## src/hdl/twi_transaction_sequencer_macros.svh

```systemverilog
// assertion macros shared by the twi transaction sequencer rtl
// expects a signal named clock and a signal named reset in the using scope
`ifndef TWI_TRANSACTION_SEQUENCER_MACROS_SVH
`define TWI_TRANSACTION_SEQUENCER_MACROS_SVH

// same-cycle implication, held off during reset
`define TWI_SEQ_ASSERT_NOW(label, ante, cons, msg) \
   label: assert property (@(posedge clock) disable iff (reset) (ante) |-> (cons)) \
      else $error(msg);

// next-cycle implication, held off during reset
`define TWI_SEQ_ASSERT_NEXT(label, ante, cons, msg) \
   label: assert property (@(posedge clock) disable iff (reset) (ante) |=> (cons)) \
      else $error(msg);

`endif

```

## src/hdl/twi_seq_pkg.sv

```systemverilog
// types, codes and field widths of the twi transaction sequencer
// no dependencies
package twi_seq_pkg;

   localparam int DATA_W = 8;
   localparam int LEN_W  = 5;
   localparam int EV_W   = 5;
   localparam int RXP_W  = 4;

   localparam int DEFAULT_TX_DEPTH = 16;
   localparam int DEFAULT_RX_DEPTH = 16;

   typedef enum logic [1:0] {
      CMD_PUSH  = 2'd0,
      CMD_WRITE = 2'd1,
      CMD_READ  = 2'd2,
      CMD_EVENT = 2'd3
   } cmd_type;

   typedef enum logic [2:0] {
      ACT_NONE  = 3'd0,
      ACT_START = 3'd1,
      ACT_STOP  = 3'd2,
      ACT_BYTE  = 3'd3,
      ACT_ACK   = 3'd4,
      ACT_NACK  = 3'd5
   } action_type;

   typedef enum logic [2:0] {
      MODE_READY = 3'd0,
      MODE_INIT  = 3'd1,
      MODE_MT    = 3'd2,
      MODE_MR    = 3'd3,
      MODE_REP   = 3'd4,
      MODE_SR    = 3'd5
   } mode_type;

   typedef enum logic [1:0] {
      OUT_NONE     = 2'd0,
      OUT_SUCCESS  = 2'd1,
      OUT_FAILED   = 2'd2,
      OUT_REJECTED = 2'd3
   } outcome_type;

   typedef enum logic [4:0] {
      EV_MT_SLA_ACK         = 5'd0,
      EV_START              = 5'd1,
      EV_MT_DATA_ACK        = 5'd2,
      EV_MR_SLA_ACK         = 5'd3,
      EV_MR_DATA_ACK        = 5'd4,
      EV_MR_DATA_NACK       = 5'd5,
      EV_MR_SLA_NACK        = 5'd6,
      EV_MT_SLA_NACK        = 5'd7,
      EV_MT_DATA_NACK       = 5'd8,
      EV_ARB_LOST           = 5'd9,
      EV_REP_START          = 5'd10,
      EV_SR_GCALL_ACK       = 5'd11,
      EV_SR_SLA_ACK         = 5'd12,
      EV_SR_GCALL_DATA_ACK  = 5'd13,
      EV_SR_DATA_ACK        = 5'd14,
      EV_SR_GCALL_DATA_NACK = 5'd15,
      EV_SR_DATA_NACK       = 5'd16,
      EV_SR_STOP            = 5'd17,
      EV_ST_ARB_LOST        = 5'd18,
      EV_SR_ARB_LOST        = 5'd19,
      EV_SR_GCALL_ARB_LOST  = 5'd20,
      EV_SUCCESS            = 5'd21,
      EV_NO_INFO            = 5'd22,
      EV_BUS_ERROR          = 5'd23
   } event_type;

   // result of one step, before the store read data is merged in
   typedef struct packed {
      action_type          act;
      logic                need_read;
      logic                rx_valid;
      logic [DATA_W-1:0]   rx_byte;
      logic [RXP_W-1:0]    rx_position;
      mode_type            mode;
      outcome_type         outcome;
      logic [EV_W-1:0]     fail_event;
   } step_type;

endpackage

```

## src/hdl/twi_seq_store.sv

```systemverilog
// transmit byte store: one write port, one registered read port
// same-address write and read in one cycle returns the new byte
module twi_seq_store #(
   parameter int TX_DEPTH = twi_seq_pkg::DEFAULT_TX_DEPTH,
   localparam int AW = (TX_DEPTH > 1) ? $clog2(TX_DEPTH) : 1
) (
   input  logic                          clock,
   input  logic                          wr_en,
   input  logic [AW-1:0]                 wr_addr,
   input  logic [twi_seq_pkg::DATA_W-1:0] wr_data,
   input  logic                          rd_en,
   input  logic [AW-1:0]                 rd_addr,
   output logic [twi_seq_pkg::DATA_W-1:0] rd_data
);

   logic [twi_seq_pkg::DATA_W-1:0] mem [TX_DEPTH];
   logic [twi_seq_pkg::DATA_W-1:0] rd_data_ff;

   always_ff @(posedge clock) begin
      if (wr_en) begin
         mem[wr_addr] <= wr_data;
      end
   end

   always_ff @(posedge clock) begin
      if (rd_en) begin
         if (wr_en && (wr_addr == rd_addr)) begin
            rd_data_ff <= wr_data;
         end else begin
            rd_data_ff <= mem[rd_addr];
         end
      end
   end

   assign rd_data = rd_data_ff;

endmodule

```

## src/hdl/twi_seq_ctrl.sv

```systemverilog
// transaction state and next-step logic of the twi sequencer
// uses twi_seq_pkg; drives the transmit store write and read ports
module twi_seq_ctrl #(
   parameter int TX_DEPTH = twi_seq_pkg::DEFAULT_TX_DEPTH,
   parameter int RX_DEPTH = twi_seq_pkg::DEFAULT_RX_DEPTH,
   localparam int AW = (TX_DEPTH > 1) ? $clog2(TX_DEPTH) : 1
) (
   input  logic                           clock,
   input  logic                           reset,
   input  logic                           accept,
   input  logic [1:0]                     command,
   input  logic [twi_seq_pkg::DATA_W-1:0] data,
   input  logic [twi_seq_pkg::LEN_W-1:0]  length,
   input  logic                           want_repeated_start,
   input  logic [twi_seq_pkg::EV_W-1:0]   bus_event,
   output twi_seq_pkg::step_type          step,
   output logic                           mem_wr_en,
   output logic [AW-1:0]                  mem_wr_addr,
   output logic [twi_seq_pkg::DATA_W-1:0] mem_wr_data,
   output logic                           mem_rd_en,
   output logic [AW-1:0]                  mem_rd_addr
);

   localparam int FW  = $clog2(TX_DEPTH + 1);
   localparam int RPW = $clog2(RX_DEPTH + 1);

   logic [twi_seq_pkg::LEN_W-1:0] tx_position_ff, tx_position_in;
   logic [twi_seq_pkg::LEN_W-1:0] tx_count_ff, tx_count_in;
   logic [FW-1:0]                 fill_ff, fill_in;
   logic [RPW-1:0]                rx_pos_ff, rx_pos_in;
   logic [twi_seq_pkg::LEN_W-1:0] rx_count_ff, rx_count_in;
   twi_seq_pkg::mode_type         mode_ff, mode_in;
   logic                          repeat_ff, repeat_in;
   logic [twi_seq_pkg::EV_W-1:0]  last_code_ff, last_code_in;

   twi_seq_pkg::step_type         st;
   logic                          is_ready;
   logic                          wr_en;
   logic [AW-1:0]                 rd_addr;
   logic                          do_begin;
   logic [twi_seq_pkg::LEN_W-1:0] begin_len;
   logic                          do_finish;
   logic                          fin_failed;
   logic                          do_deliver;
   logic                          do_send;

   always_comb begin
      st             = '0;
      st.act         = twi_seq_pkg::ACT_NONE;
      st.outcome     = twi_seq_pkg::OUT_NONE;
      tx_position_in = tx_position_ff;
      tx_count_in    = tx_count_ff;
      fill_in        = fill_ff;
      rx_pos_in      = rx_pos_ff;
      rx_count_in    = rx_count_ff;
      mode_in        = mode_ff;
      repeat_in      = repeat_ff;
      last_code_in   = last_code_ff;
      is_ready       = (mode_ff == twi_seq_pkg::MODE_READY) ||
                       (mode_ff == twi_seq_pkg::MODE_REP);
      wr_en          = 1'b0;
      mem_wr_addr    = AW'(fill_ff);
      mem_wr_data    = data;
      rd_addr        = '0;
      do_begin       = 1'b0;
      begin_len      = length;
      do_finish      = 1'b0;
      fin_failed     = 1'b0;
      do_deliver     = 1'b0;
      do_send        = 1'b0;

      case (command)
         twi_seq_pkg::CMD_PUSH: begin
            if (is_ready && (32'(fill_ff) < TX_DEPTH)) begin
               wr_en   = 1'b1;
               fill_in = fill_ff + FW'(1);
            end else begin
               st.outcome = twi_seq_pkg::OUT_REJECTED;
            end
         end
         twi_seq_pkg::CMD_WRITE: begin
            if (is_ready && (32'(length) <= TX_DEPTH)) begin
               do_begin = 1'b1;
            end else begin
               st.outcome = twi_seq_pkg::OUT_REJECTED;
            end
         end
         twi_seq_pkg::CMD_READ: begin
            if (is_ready && (32'(length) < RX_DEPTH)) begin
               rx_pos_in   = '0;
               rx_count_in = length;
               wr_en       = 1'b1;
               mem_wr_addr = '0;
               mem_wr_data = {data[twi_seq_pkg::DATA_W-2:0], 1'b1};
               do_begin    = 1'b1;
               begin_len   = twi_seq_pkg::LEN_W'(1);
            end else begin
               st.outcome = twi_seq_pkg::OUT_REJECTED;
            end
         end
         twi_seq_pkg::CMD_EVENT: begin
            case (bus_event)
               twi_seq_pkg::EV_MT_SLA_ACK: begin
                  mode_in = twi_seq_pkg::MODE_MT;
                  do_send = 1'b1;
               end
               twi_seq_pkg::EV_START, twi_seq_pkg::EV_MT_DATA_ACK: begin
                  do_send = 1'b1;
               end
               twi_seq_pkg::EV_MR_SLA_ACK: begin
                  mode_in = twi_seq_pkg::MODE_MR;
               end
               twi_seq_pkg::EV_MR_DATA_ACK,
               twi_seq_pkg::EV_SR_GCALL_DATA_ACK, twi_seq_pkg::EV_SR_DATA_ACK: begin
                  do_deliver = 1'b1;
               end
               twi_seq_pkg::EV_MR_DATA_NACK, twi_seq_pkg::EV_SR_GCALL_DATA_NACK,
               twi_seq_pkg::EV_SR_DATA_NACK: begin
                  do_deliver = 1'b1;
                  do_finish  = 1'b1;
               end
               twi_seq_pkg::EV_MR_SLA_NACK, twi_seq_pkg::EV_MT_SLA_NACK,
               twi_seq_pkg::EV_MT_DATA_NACK, twi_seq_pkg::EV_ARB_LOST: begin
                  do_finish  = 1'b1;
                  fin_failed = 1'b1;
               end
               twi_seq_pkg::EV_REP_START: begin
                  mode_in = twi_seq_pkg::MODE_REP;
               end
               twi_seq_pkg::EV_SR_GCALL_ACK, twi_seq_pkg::EV_SR_SLA_ACK: begin
                  mode_in = twi_seq_pkg::MODE_SR;
               end
               twi_seq_pkg::EV_SR_STOP, twi_seq_pkg::EV_ST_ARB_LOST,
               twi_seq_pkg::EV_SR_ARB_LOST, twi_seq_pkg::EV_SR_GCALL_ARB_LOST: begin
                  st.act = twi_seq_pkg::ACT_NACK;
               end
               twi_seq_pkg::EV_BUS_ERROR: begin
                  mode_in = twi_seq_pkg::MODE_READY;
                  st.act  = twi_seq_pkg::ACT_STOP;
               end
               default: begin
               end
            endcase
         end
         default: begin
         end
      endcase

      // received byte, dropped once the receive window is full
      if (do_deliver && (32'(rx_pos_ff) < RX_DEPTH)) begin
         st.rx_valid    = 1'b1;
         st.rx_byte     = data;
         st.rx_position = twi_seq_pkg::RXP_W'(rx_pos_ff);
         rx_pos_in      = rx_pos_ff + RPW'(1);
      end

      // ack decisions look at the position after delivery
      if (command == twi_seq_pkg::CMD_EVENT) begin
         if ((bus_event == twi_seq_pkg::EV_MR_SLA_ACK) ||
             (bus_event == twi_seq_pkg::EV_MR_DATA_ACK)) begin
            st.act = ((32'(rx_pos_in) + 32'd1) < 32'(rx_count_ff)) ?
                     twi_seq_pkg::ACT_ACK : twi_seq_pkg::ACT_NACK;
         end
         if ((bus_event == twi_seq_pkg::EV_SR_GCALL_ACK) ||
             (bus_event == twi_seq_pkg::EV_SR_SLA_ACK) ||
             (bus_event == twi_seq_pkg::EV_SR_GCALL_DATA_ACK) ||
             (bus_event == twi_seq_pkg::EV_SR_DATA_ACK)) begin
            st.act = (32'(rx_pos_in) < 32'(rx_count_ff)) ?
                     twi_seq_pkg::ACT_ACK : twi_seq_pkg::ACT_NACK;
         end
      end

      if (do_send) begin
         if ((tx_position_ff < tx_count_ff) && (32'(tx_position_ff) < TX_DEPTH)) begin
            st.act         = twi_seq_pkg::ACT_BYTE;
            st.need_read   = 1'b1;
            rd_addr        = AW'(tx_position_ff);
            tx_position_in = tx_position_ff + twi_seq_pkg::LEN_W'(1);
         end else begin
            do_finish = 1'b1;
         end
      end

      if (do_finish) begin
         st.outcome = fin_failed ? twi_seq_pkg::OUT_FAILED : twi_seq_pkg::OUT_SUCCESS;
         if (fin_failed) begin
            last_code_in  = bus_event;
            st.fail_event = bus_event;
         end
         if (repeat_ff) begin
            st.act = twi_seq_pkg::ACT_START;
         end else begin
            mode_in = twi_seq_pkg::MODE_READY;
            st.act  = twi_seq_pkg::ACT_STOP;
         end
      end

      if (do_begin) begin
         tx_count_in = begin_len;
         fill_in     = '0;
         repeat_in   = want_repeated_start;
         if (mode_ff == twi_seq_pkg::MODE_REP) begin
            st.act         = twi_seq_pkg::ACT_BYTE;
            st.need_read   = 1'b1;
            rd_addr        = '0;
            tx_position_in = twi_seq_pkg::LEN_W'(1);
         end else begin
            st.act         = twi_seq_pkg::ACT_START;
            tx_position_in = '0;
         end
         mode_in = twi_seq_pkg::MODE_INIT;
      end

      st.mode = mode_in;
   end

   always_ff @(posedge clock) begin
      if (reset) begin
         tx_position_ff <= '0;
         tx_count_ff    <= '0;
         fill_ff        <= '0;
         rx_pos_ff      <= '0;
         rx_count_ff    <= '0;
         mode_ff        <= twi_seq_pkg::MODE_READY;
         repeat_ff      <= 1'b0;
         last_code_ff   <= '0;
      end else if (accept) begin
         tx_position_ff <= tx_position_in;
         tx_count_ff    <= tx_count_in;
         fill_ff        <= fill_in;
         rx_pos_ff      <= rx_pos_in;
         rx_count_ff    <= rx_count_in;
         mode_ff        <= mode_in;
         repeat_ff      <= repeat_in;
         last_code_ff   <= last_code_in;
      end
   end

   assign step        = st;
   assign mem_wr_en   = accept && wr_en;
   assign mem_rd_en   = accept && st.need_read;
   assign mem_rd_addr = rd_addr;

endmodule

```

## src/hdl/twi_transaction_sequencer.sv

```systemverilog
// top level of the twi transaction sequencer: handshake pipeline and result register
// uses twi_seq_pkg, twi_seq_ctrl, twi_seq_store and the assertion macro header
//
// usage
//   req channel: one transaction per host command or bus status event;
//     req_tuser carries the command, req_tdata the data, length, repeat flag
//     and event code
//   rsp channel: exactly one transaction per accepted request, in order,
//     carrying the next bus action, any received byte and the status
//   pipeline: an accepted request passes the read stage, then the result register
//   throughput: one request per cycle while results are taken; the transaction
//     state is updated in the accept cycle and the transmit store read completes
//     in the next cycle, so results overlap with the following requests
//   stall: when rsp_tready is low the result holds, one more step waits in the
//     read stage and req_tready then drops until the result is taken
//   reset: synchronous; mode returns to ready, indices and counts clear, both
//     channels empty; transmit store contents are unknown until pushed
//
`include "twi_transaction_sequencer_macros.svh"

module twi_transaction_sequencer #(
   parameter int TX_DEPTH = twi_seq_pkg::DEFAULT_TX_DEPTH,
   parameter int RX_DEPTH = twi_seq_pkg::DEFAULT_RX_DEPTH
) (
   input  logic        clock,
   input  logic        reset,
   input  logic        req_tvalid,
   output logic        req_tready,
   // [7:0] data, [12:8] length, [13] want_repeated_start, [18:14] bus_event
   input  logic [23:0] req_tdata,
   // [1:0] command
   input  logic [1:0]  req_tuser,
   output logic        rsp_tvalid,
   input  logic        rsp_tready,
   // [7:0] tx_byte, [8] rx_valid, [16:9] rx_byte, [20:17] rx_position,
   // [23:21] mode, [24] ready_res, [26:25] outcome, [31:27] fail_event
   output logic [31:0] rsp_tdata,
   // [2:0] bus_action
   output logic [2:0]  rsp_tuser
);

   localparam int AW = (TX_DEPTH > 1) ? $clog2(TX_DEPTH) : 1;

   logic                           accept;
   logic                           p_move;
   twi_seq_pkg::step_type          step;
   logic                           mem_wr_en;
   logic [AW-1:0]                  mem_wr_addr;
   logic [twi_seq_pkg::DATA_W-1:0] mem_wr_data;
   logic                           mem_rd_en;
   logic [AW-1:0]                  mem_rd_addr;
   logic [twi_seq_pkg::DATA_W-1:0] mem_rd_data;

   logic                           p_valid_ff;
   twi_seq_pkg::step_type          p_step_ff;
   logic                           rsp_valid_ff;
   logic [31:0]                    rsp_data_ff;
   logic [2:0]                     rsp_user_ff;

   logic [twi_seq_pkg::DATA_W-1:0] tx_byte;
   logic                           ready_res;
   logic [31:0]                    rsp_data_in;

   assign p_move     = p_valid_ff && (!rsp_valid_ff || rsp_tready);
   assign req_tready = !p_valid_ff || p_move;
   assign accept     = req_tvalid && req_tready;

   twi_seq_ctrl #(
      .TX_DEPTH (TX_DEPTH),
      .RX_DEPTH (RX_DEPTH)
   ) u_ctrl (
      .clock               (clock),
      .reset               (reset),
      .accept              (accept),
      .command             (req_tuser),
      .data                (req_tdata[7:0]),
      .length              (req_tdata[12:8]),
      .want_repeated_start (req_tdata[13]),
      .bus_event           (req_tdata[18:14]),
      .step                (step),
      .mem_wr_en           (mem_wr_en),
      .mem_wr_addr         (mem_wr_addr),
      .mem_wr_data         (mem_wr_data),
      .mem_rd_en           (mem_rd_en),
      .mem_rd_addr         (mem_rd_addr)
   );

   twi_seq_store #(
      .TX_DEPTH (TX_DEPTH)
   ) u_store (
      .clock   (clock),
      .wr_en   (mem_wr_en),
      .wr_addr (mem_wr_addr),
      .wr_data (mem_wr_data),
      .rd_en   (mem_rd_en),
      .rd_addr (mem_rd_addr),
      .rd_data (mem_rd_data)
   );

   always_comb begin
      tx_byte     = p_step_ff.need_read ? mem_rd_data : '0;
      ready_res   = (p_step_ff.mode == twi_seq_pkg::MODE_READY) ||
                    (p_step_ff.mode == twi_seq_pkg::MODE_REP);
      rsp_data_in = {p_step_ff.fail_event, p_step_ff.outcome, ready_res,
                     p_step_ff.mode, p_step_ff.rx_position, p_step_ff.rx_byte,
                     p_step_ff.rx_valid, tx_byte};
   end

   always_ff @(posedge clock) begin
      if (reset) begin
         p_valid_ff <= 1'b0;
      end else if (accept) begin
         p_valid_ff <= 1'b1;
      end else if (p_move) begin
         p_valid_ff <= 1'b0;
      end
   end

   always_ff @(posedge clock) begin
      if (accept) begin
         p_step_ff <= step;
      end
   end

   always_ff @(posedge clock) begin
      if (reset) begin
         rsp_valid_ff <= 1'b0;
      end else if (p_move) begin
         rsp_valid_ff <= 1'b1;
      end else if (rsp_tready) begin
         rsp_valid_ff <= 1'b0;
      end
   end

   always_ff @(posedge clock) begin
      if (p_move) begin
         rsp_data_ff <= rsp_data_in;
         rsp_user_ff <= p_step_ff.act;
      end
   end

   assign rsp_tvalid = rsp_valid_ff;
   assign rsp_tdata  = rsp_data_ff;
   assign rsp_tuser  = rsp_user_ff;

   `TWI_SEQ_ASSERT_NEXT(a_accept_fills_stage, accept, p_valid_ff,
      "accepted request missing from read stage")
   `TWI_SEQ_ASSERT_NOW(a_fail_has_code,
      rsp_valid_ff && (rsp_data_ff[26:25] == twi_seq_pkg::OUT_FAILED),
      rsp_data_ff[31:27] != 5'd0, "failure reported without event code")
   `TWI_SEQ_ASSERT_NOW(a_rx_not_byte, rsp_valid_ff && rsp_data_ff[8],
      rsp_user_ff != twi_seq_pkg::ACT_BYTE, "received byte paired with send byte")
   `TWI_SEQ_ASSERT_NOW(a_read_only_on_accept, mem_rd_en, accept,
      "store read issued without an accepted request")

endmodule
```

## config.mk

```make
export PLATFORM = sky130hd
export DESIGN_NAME = twi_transaction_sequencer
export DESIGN_NICKNAME = d
export VERILOG_FILES = /design/src/hdl/twi_seq_pkg.sv /design/src/hdl/twi_seq_store.sv /design/src/hdl/twi_seq_ctrl.sv /design/src/hdl/twi_transaction_sequencer.sv
export VERILOG_INCLUDE_DIRS = /design/src /design/src/hdl
export SDC_FILE = /design/constraint.sdc
export NUM_CORES = 1
export LEC_CHECK = 0
export BUFFER_PORTS_ARGS = -buffer_cell sky130_fd_sc_hd__buf_4
export CAP_MARGIN = 20
export CORE_MARGIN = 1.5
export CORE_UTILIZATION = 45
export CTS_CLUSTER_DIAMETER = 150
export DETAILED_ROUTE_END_ITERATION = 7
export PLACE_DENSITY_LB_ADDON = 0.3
export SYNTH_ARGS = -nofsm -noshare
export SYNTH_HDL_FRONTEND = slang
export SYNTH_SLANG_ARGS = --single-unit
export TNS_END_PERCENT = 50
```

## constraint.sdc

```tcl
create_clock -name clock -period 4.35 [get_ports clock]
set_input_delay 0.6525 -clock clock [delete_from_list [all_inputs] [get_ports clock]]
set_output_delay 0.6525 -clock clock [all_outputs]
set_load 0.005 [all_outputs]
```

# Yosys cells after proc, flatten, opt, wreduce, memory -nomap -nowiden
# Memories as Yosys holds them, arrays and structs flattened. A register that Yosys moved wholly into a read port is not among the register bits.
# Index checks and enable logic that the tools add are counted.
[classes]
div = 0
magnitude_cmp = 8
mul = 0
shifts = 0
reduce_logical = 40
bitwise = 0
n_eq_ne = 26
mux = 68
add_sub_neg = 4
[ops]
columns = ["op", "n"]
rows = [
  ["$mux W5", 12],
  ["$eq A5 B4 Y1 const B", 8],
  ["$mux W4", 9],
  ["$lt A32 B5 Y1", 1],
  ["$eq A5 B5 Y1 const B", 6],
  ["$mux W3", 9],
  ["$mux W1", 23],
  ["$eq A5 B3 Y1 const B", 4],
  ["$lt A5 B5 Y1 const B", 4],
  ["$mux W8", 2],
  ["$add A5 B1 Y5 const B", 3],
  ["$pmux W3 S5", 1],
  ["$mux W13", 1],
  ["$mux W2", 6],
  ["$reduce_bool A2 Y1", 6],
  ["$eq A5 B2 Y1 const B", 2],
  ["$lt A5 B5 Y1", 2],
  ["$logic_and A1 B1 Y1", 9],
  ["$reduce_and A3 Y1", 3],
  ["$logic_or A1 B1 Y1", 8],
  ["$reduce_or A4 Y1", 2],
  ["$mux W7", 1],
  ["$reduce_or A7 Y1", 1],
  ["$add A5 B1 Y6 const B", 1],
  ["other kinds (16)", 22],
]
[word_totals]
ff_bits = 93
mem_bits_ro = 0
wordCells = 167
ram_bits = 128
mem_count = 1
latchBits = 0
[memory_table]
columns = ["memory", "depth", "width", "rd", "rd_clocked_by_memory_dff", "write_ports", "line", "source"]
rows = [
  ["u_store.mem", 16, 8, 1, 1, 1, "twi_seq_store.sv:16", "logic [twi_seq_pkg::DATA_W-1:0] mem [TX_DEPTH];"],
]

# Logic depth before layout (Yosys ltp)
[depth]
ltp_word = 17
ltp_mapped = 15
depth_no_buf = 14

# Cells and area by module
# A second synthesis with hierarchy kept.
[unflattened]
hier_cells = 699
hier_area_um2 = 10342.4
[modules_own_cells]
columns = ["module", "area_per_inst_um2", "cells_per_inst", "instances"]
rows = [
  ["twi_seq_store", 5480.3, 242, 1],
  ["twi_seq_ctrl", 2842.7, 376, 1],
  ["twi_transaction_sequencer", 2019.4, 81, 1],
]

# Least setup slack after synthesis
# No wires, ideal clock.
[synth_path]
kind = "input-to-reg"
startpoint = "input port req_tuser[0]"
endpoint = "register p_step_ff[24] (netlist bit), data pin"
path_slack_ps = 567
path_stages = 14
arrival_ps = 3519
setup_time_ps = 264
path_buffers = 1
path_cell_list = "inv_1 -> ha_1 -> or4b_2 -> buf_2 -> o211a_1 -> nor2_1 -> inv_1 -> nand3_1 -> xnor2_1 -> ha_1 -> or4_1 -> a22oi_1 -> o2111ai_1 -> o41a_1"
[synth_between]
elab_chain_cells = 14
[synth_lines]
columns = ["item", "line", "source"]
rows = [
  ["start, declared", "twi_transaction_sequencer.sv:32", "input logic [1:0] req_tuser,"],
  ["$eq A2 B2 Y1", "twi_seq_ctrl.sv:72", "case (command)"],
  ["$mux W1", "twi_seq_ctrl.sv:72", ""],
  ["$logic_and A1 B1 Y1", "twi_seq_ctrl.sv:150", "if (do_deliver && (32'(rx_pos_ff) < RX_DEPTH)) begin"],
  ["$mux W5 (*)", "twi_seq_ctrl.sv:150", ""],
  ["net u_ctrl.rx_pos_in[2]", "twi_seq_ctrl.sv:30", "logic [RPW-1:0] rx_pos_ff, rx_pos_in;"],
  ["$add A5 B1 Y6", "twi_seq_ctrl.sv:161", "st.act = ((32'(rx_pos_in) + 32'd1) < 32'(rx_count_ff)) ?"],
  ["$lt A32 B5 Y1", "twi_seq_ctrl.sv:161", ""],
  ["$mux W1", "twi_seq_ctrl.sv:161", ""],
  ["$mux W3", "twi_seq_ctrl.sv:159", "if ((bus_event == twi_seq_pkg::EV_MR_SLA_ACK) ||"],
  ["$mux W3 (*)", "twi_seq_ctrl.sv:164", "if ((bus_event == twi_seq_pkg::EV_SR_GCALL_ACK) ||"],
  ["$mux W3 (*)", "twi_seq_ctrl.sv:158", "if (command == twi_seq_pkg::CMD_EVENT) begin"],
  ["$mux W4", "twi_seq_ctrl.sv:174", "if ((tx_position_ff < tx_count_ff) && (32'(tx_position_ff) < TX_DEPTH)) begin"],
  ["$mux W4 (*)", "twi_seq_ctrl.sv:173", "if (do_send) begin"],
  ["$mux W3 (*)", "twi_seq_ctrl.sv:184", "if (do_finish) begin"],
  ["$mux W4 (*)", "twi_seq_ctrl.sv:198", "if (do_begin) begin"],
  ["end signal, assigned", "twi_transaction_sequencer.sv:121", "p_step_ff <= step;"],
  ["end, declared", "twi_transaction_sequencer.sv:55", "twi_seq_pkg::step_type p_step_ff;"],
]
# Mark *: on every way through the listed nets, which the timed path passes. The rest lies on a longest branch.
# A chain may end at the register's enable or synchronous reset.

# Worst setup path in the final report
[layout_path]
startpoint = "input port req_tdata[14]"
endpoint = "register p_step_ff[24] (netlist bit), data pin"
[layout_between]
elab_chain_cells = 16
[layout_lines]
columns = ["item", "line", "source"]
rows = [
  ["start, declared", "twi_transaction_sequencer.sv:30", "input logic [23:0] req_tdata,"],
  ["$eq A5 B3 Y1 (tied with other cells)", "twi_seq_ctrl.sv:102", "case (bus_event)"],
  ["$reduce_or A6 Y1 (no source line) (*)", "--", ""],
  ["$mux W1 (*)", "twi_seq_ctrl.sv:102", ""],
  ["$mux W1 (*)", "twi_seq_ctrl.sv:72", ""],
  ["$logic_and A1 B1 Y1 (*)", "twi_seq_ctrl.sv:150", ""],
  ["$mux W5 (*)", "twi_seq_ctrl.sv:150", ""],
  ["net u_ctrl.rx_pos_in[1]", "twi_seq_ctrl.sv:30", ""],
  ["$add A5 B1 Y6", "twi_seq_ctrl.sv:161", ""],
  ["$lt A32 B5 Y1", "twi_seq_ctrl.sv:161", ""],
  ["$mux W1", "twi_seq_ctrl.sv:161", ""],
  ["$mux W3", "twi_seq_ctrl.sv:159", ""],
  ["$mux W3 (*)", "twi_seq_ctrl.sv:164", ""],
  ["$mux W3 (*)", "twi_seq_ctrl.sv:158", ""],
  ["$mux W4", "twi_seq_ctrl.sv:174", ""],
  ["$mux W4 (*)", "twi_seq_ctrl.sv:173", ""],
  ["$mux W3 (*)", "twi_seq_ctrl.sv:184", ""],
  ["$mux W4 (*)", "twi_seq_ctrl.sv:198", ""],
]
# Marks and branches as above.

==> flow_summary.json <==
{
  "grt.overflow.total": 0,
  "grt_usage_pct": 19.0,
  "critPathRequiredTime_ns": 4.60,
  "yosys-top-cells-count": "edfxtp_1 (198), nand2_1 (76), nor2_1 (51)",
  "r2r_start": "u_ctrl.mode_ff[0]",
  "synthArstFlopShare_pct": 0,
  "avgSynthCellArea_um2": 13.1,
  "synthTopCellsByArea": "edfxtp_1 (59%), dfxtp_1 (6.2%), nand2_1 (2.8%)",
  "tritoncts": "yes",
  "worstPathArrival_ns": 3.93,
  "grt_pass1_wl_um": 34900,
  "die_h_um": 152,
  "via_count": 6461,
  "finish.net_count": 885,
  "ir_worst_vdd_uv": 205,
  "htreeDepth": 1,
  "crit_fanout": 14,
  "route.detailed.drc": 0,
  "hold_buffers": 0,
  "start_util_pct": 46.0,
  "netlist.top_cell.by_area": "edfxtp_1",
  "critPathKind": "primary input to flip-flop",
  "ioPinCount": 67,
  "firstDrtPassIters": 5,
  "synthCells": 768,
  "cts_resized": 0,
  "coreArea_um2": 21800,
  "finalCritPeriodShare_pct": 84.4,
  "place.gp.congestion": 0.847,
  "clkSlewWorstSetupHoldPaths_ns": 0.06,
  "cp-start-kind": "primary input",
  "netlist_area_um2": 10000,
  "cts_setup_buffers": 0,
  "hold_path.class": "primary input to flip-flop",
  "maxCapViolations": 0,
  "rsz0062_at_grt": "no",
  "critPathCaptureType": "flip-flop",
  "min_from": "req_tvalid",
  "ys_ff_latch": 229,
  "root_buffer": "clkbuf_16",
  "yosys.area.top_type_share_pct": 59.3,
  "die_area_um2": 23200,
  "slew_violations": 0,
  "placementRows": 54,
  "ant_nets": 0,
  "finalSetupTns_ns": 0,
  "powerDensity_nw_per_um2": 402,
  "synth_edf_count": 198,
  "area_delta_synth_final_pct": 15.2,
  "clockBufferDepth": 3,
  "ys.flop_type": "edfxtp_1",
  "io_buffers": 61,
  "yosysMostFrequentCell": "edfxtp_1",
  "wl_per_cell_um": 19.7,
  "worst_pin_slew_ns": 0.982,
  "ys_seq_area_share_pct": 65.4,
  "setup_violations": 0,
  "grt_max_degree": 53,
  "hold_slack_ns": 0.397,
  "clk_latency_ns": 0.52,
  "drive_gt1_share_pct": 17.6,
  "dp_hpwl_um": 14700,
  "hold_viol": 0,
  "viasPerCell": 5.72,
  "critPathLaunch": "req_tdata[14]",
  "fillCellCount": 1830,
  "max_freq_mhz": 272,
  "clock_skew_ns": 0.00957,
  "slew_headroom_pct": 34.4,
  "yosysWarnings": 0,
  "cts_made_buffers": 23,
  "status": "completed",
  "p_leak_uw": 0.00403,
  "wl_um": 22300,
  "antenna_found_initial": 0,
  "fp.dieW_um": 152,
  "grt_pass1_vias": 6177,
  "cts_sinks": 229,
  "drt_iter0_drc": 552,
  "syn-num-nets": 819,
  "finalCriticalPeriod_ns": 3.67,
  "fin_area_um2": 11600,
  "postPlaceCellArea_um2": 10800,
  "synth_cell_types": 68,
  "num_antenna_cells": 0
}
## worst max-delay path, stage by stage
cell and delay, ns:
buf_4 0.16, nor4b_1 0.31, a21oi_1 0.10, o22ai_1 0.34, nand2_1 0.19, inv_1 0.15, a22o_1 0.20, ha_1 0.19
nand3_1 0.09, xnor2_1 0.14, ha_1 0.19, or4_1 0.47, a22oi_1 0.17, o2111ai_1 0.13, o41a_1 0.43
## cell type report
class	count	area, um^2	area share [%]
tap	280	350	3.03
timing repair buffer	81	608	5.26
clock buffer	26	587	5.08
sequential	229	6570	56.8
inverter	21	78.8	0.682
multi-input combinational	478	3230	28.0
clock inverter	15	135	1.17
## metrics by stage
| step | total power, uW | setup slack, ns | cells | utilization, % |
|---|---|---|---|---|
| 6_report | 4650 | 0.679 | 1130 | 53.0 |
| 3_3_place_gp | 2790 | 0.271 | 1089 | 49.7 |
| 2_1_floorplan | 2670 | 0.567 | 768 | - |
| 3_5_place_dp | 2800 | 0.226 | 1089 | 49.7 |
| 5_1_grt | 4800 | 0.402 | 1130 | 53.0 |
| 4_1_cts | 4680 | 0.747 | 1130 | 53.0 |
## power breakdown
part | leakage (uW) | switching [uW] | internal [uW]
Combinational | 0.00159 | 185 | 110
Clock | 0.000350 | 804 | 1090
Sequential | 0.00208 | 18.9 | 2440
Total | 0.00403 | 1010 | 3640
## state kept, by name, summed over array words and instances, names as in the netlist
name                   flops
u_ctrl.mode_ff             3
u_ctrl.fill_ff             5
u_ctrl.repeat_ff           1
rsp_tuser                  3
u_ctrl.tx_count_ff         5
p_valid_ff                 1
u_store.rd_data            8
u_store.mem              128
rsp_tvalid                 1
p_step_ff                 27
u_ctrl.rx_count_ff         5
u_ctrl.rx_pos_ff           5
rsp_tdata                 32
u_ctrl.tx_position_ff      5
## cell usage in the layout (no fill, tap or decap), types with 14 or more instances in the layout
master       n
nand2_1     76
dfxtp_1     30
o21ai_0     35
edfxtp_1   198
nor2_1      51
o22ai_1     19
nand2b_1    15
inv_1       20
a21oi_1     37
buf_4       81
ha_1        21
and2_1      14
clkbuf_16   23
and3_1      16
mux2i_1     19
## routing by layer
layer | share of wire, % | track usage, %
met1 | 47 | 28.2
met2 | 45 | 29.0
met3 | 6.4 | 3.04
met4 | 1.8 | 4.95
met5 | 0 | 0
## final timing paths
| path | slack [ns] | end | cells past startpoint |
|---|---|---|---|
| setup / recovery | 0.68 | p_step_ff[24] | 15 |
| hold / removal | 0.40 | p_valid_ff | 3 |
| setup reg to reg | 0.96 | p_step_ff[24] | 12 |
| hold reg to reg | 0.42 | rsp_tdata[16] | 0 |
## kinds of logic (layout without fill, tap and decap cells)
family / count (synthesis) / after routing / share of synthesized area (%)
multiplexers: 42 / 42 / 5.37
AO/OA/AOI/OAI: 164 / 164 / 11.1
adder cells (fa/ha/maj): 22 / 22 / 2.72
other: 1 / 1 / 0.0374
XOR/XNOR: 9 / 9 / 0.785
buffers and inverters: 61 / 143 / 2.42
AND/OR/NAND/NOR: 240 / 240 / 12.1
flip-flops: 229 / 229 / 65.4
Note: power is estimated with default switching activity, not from simulation.
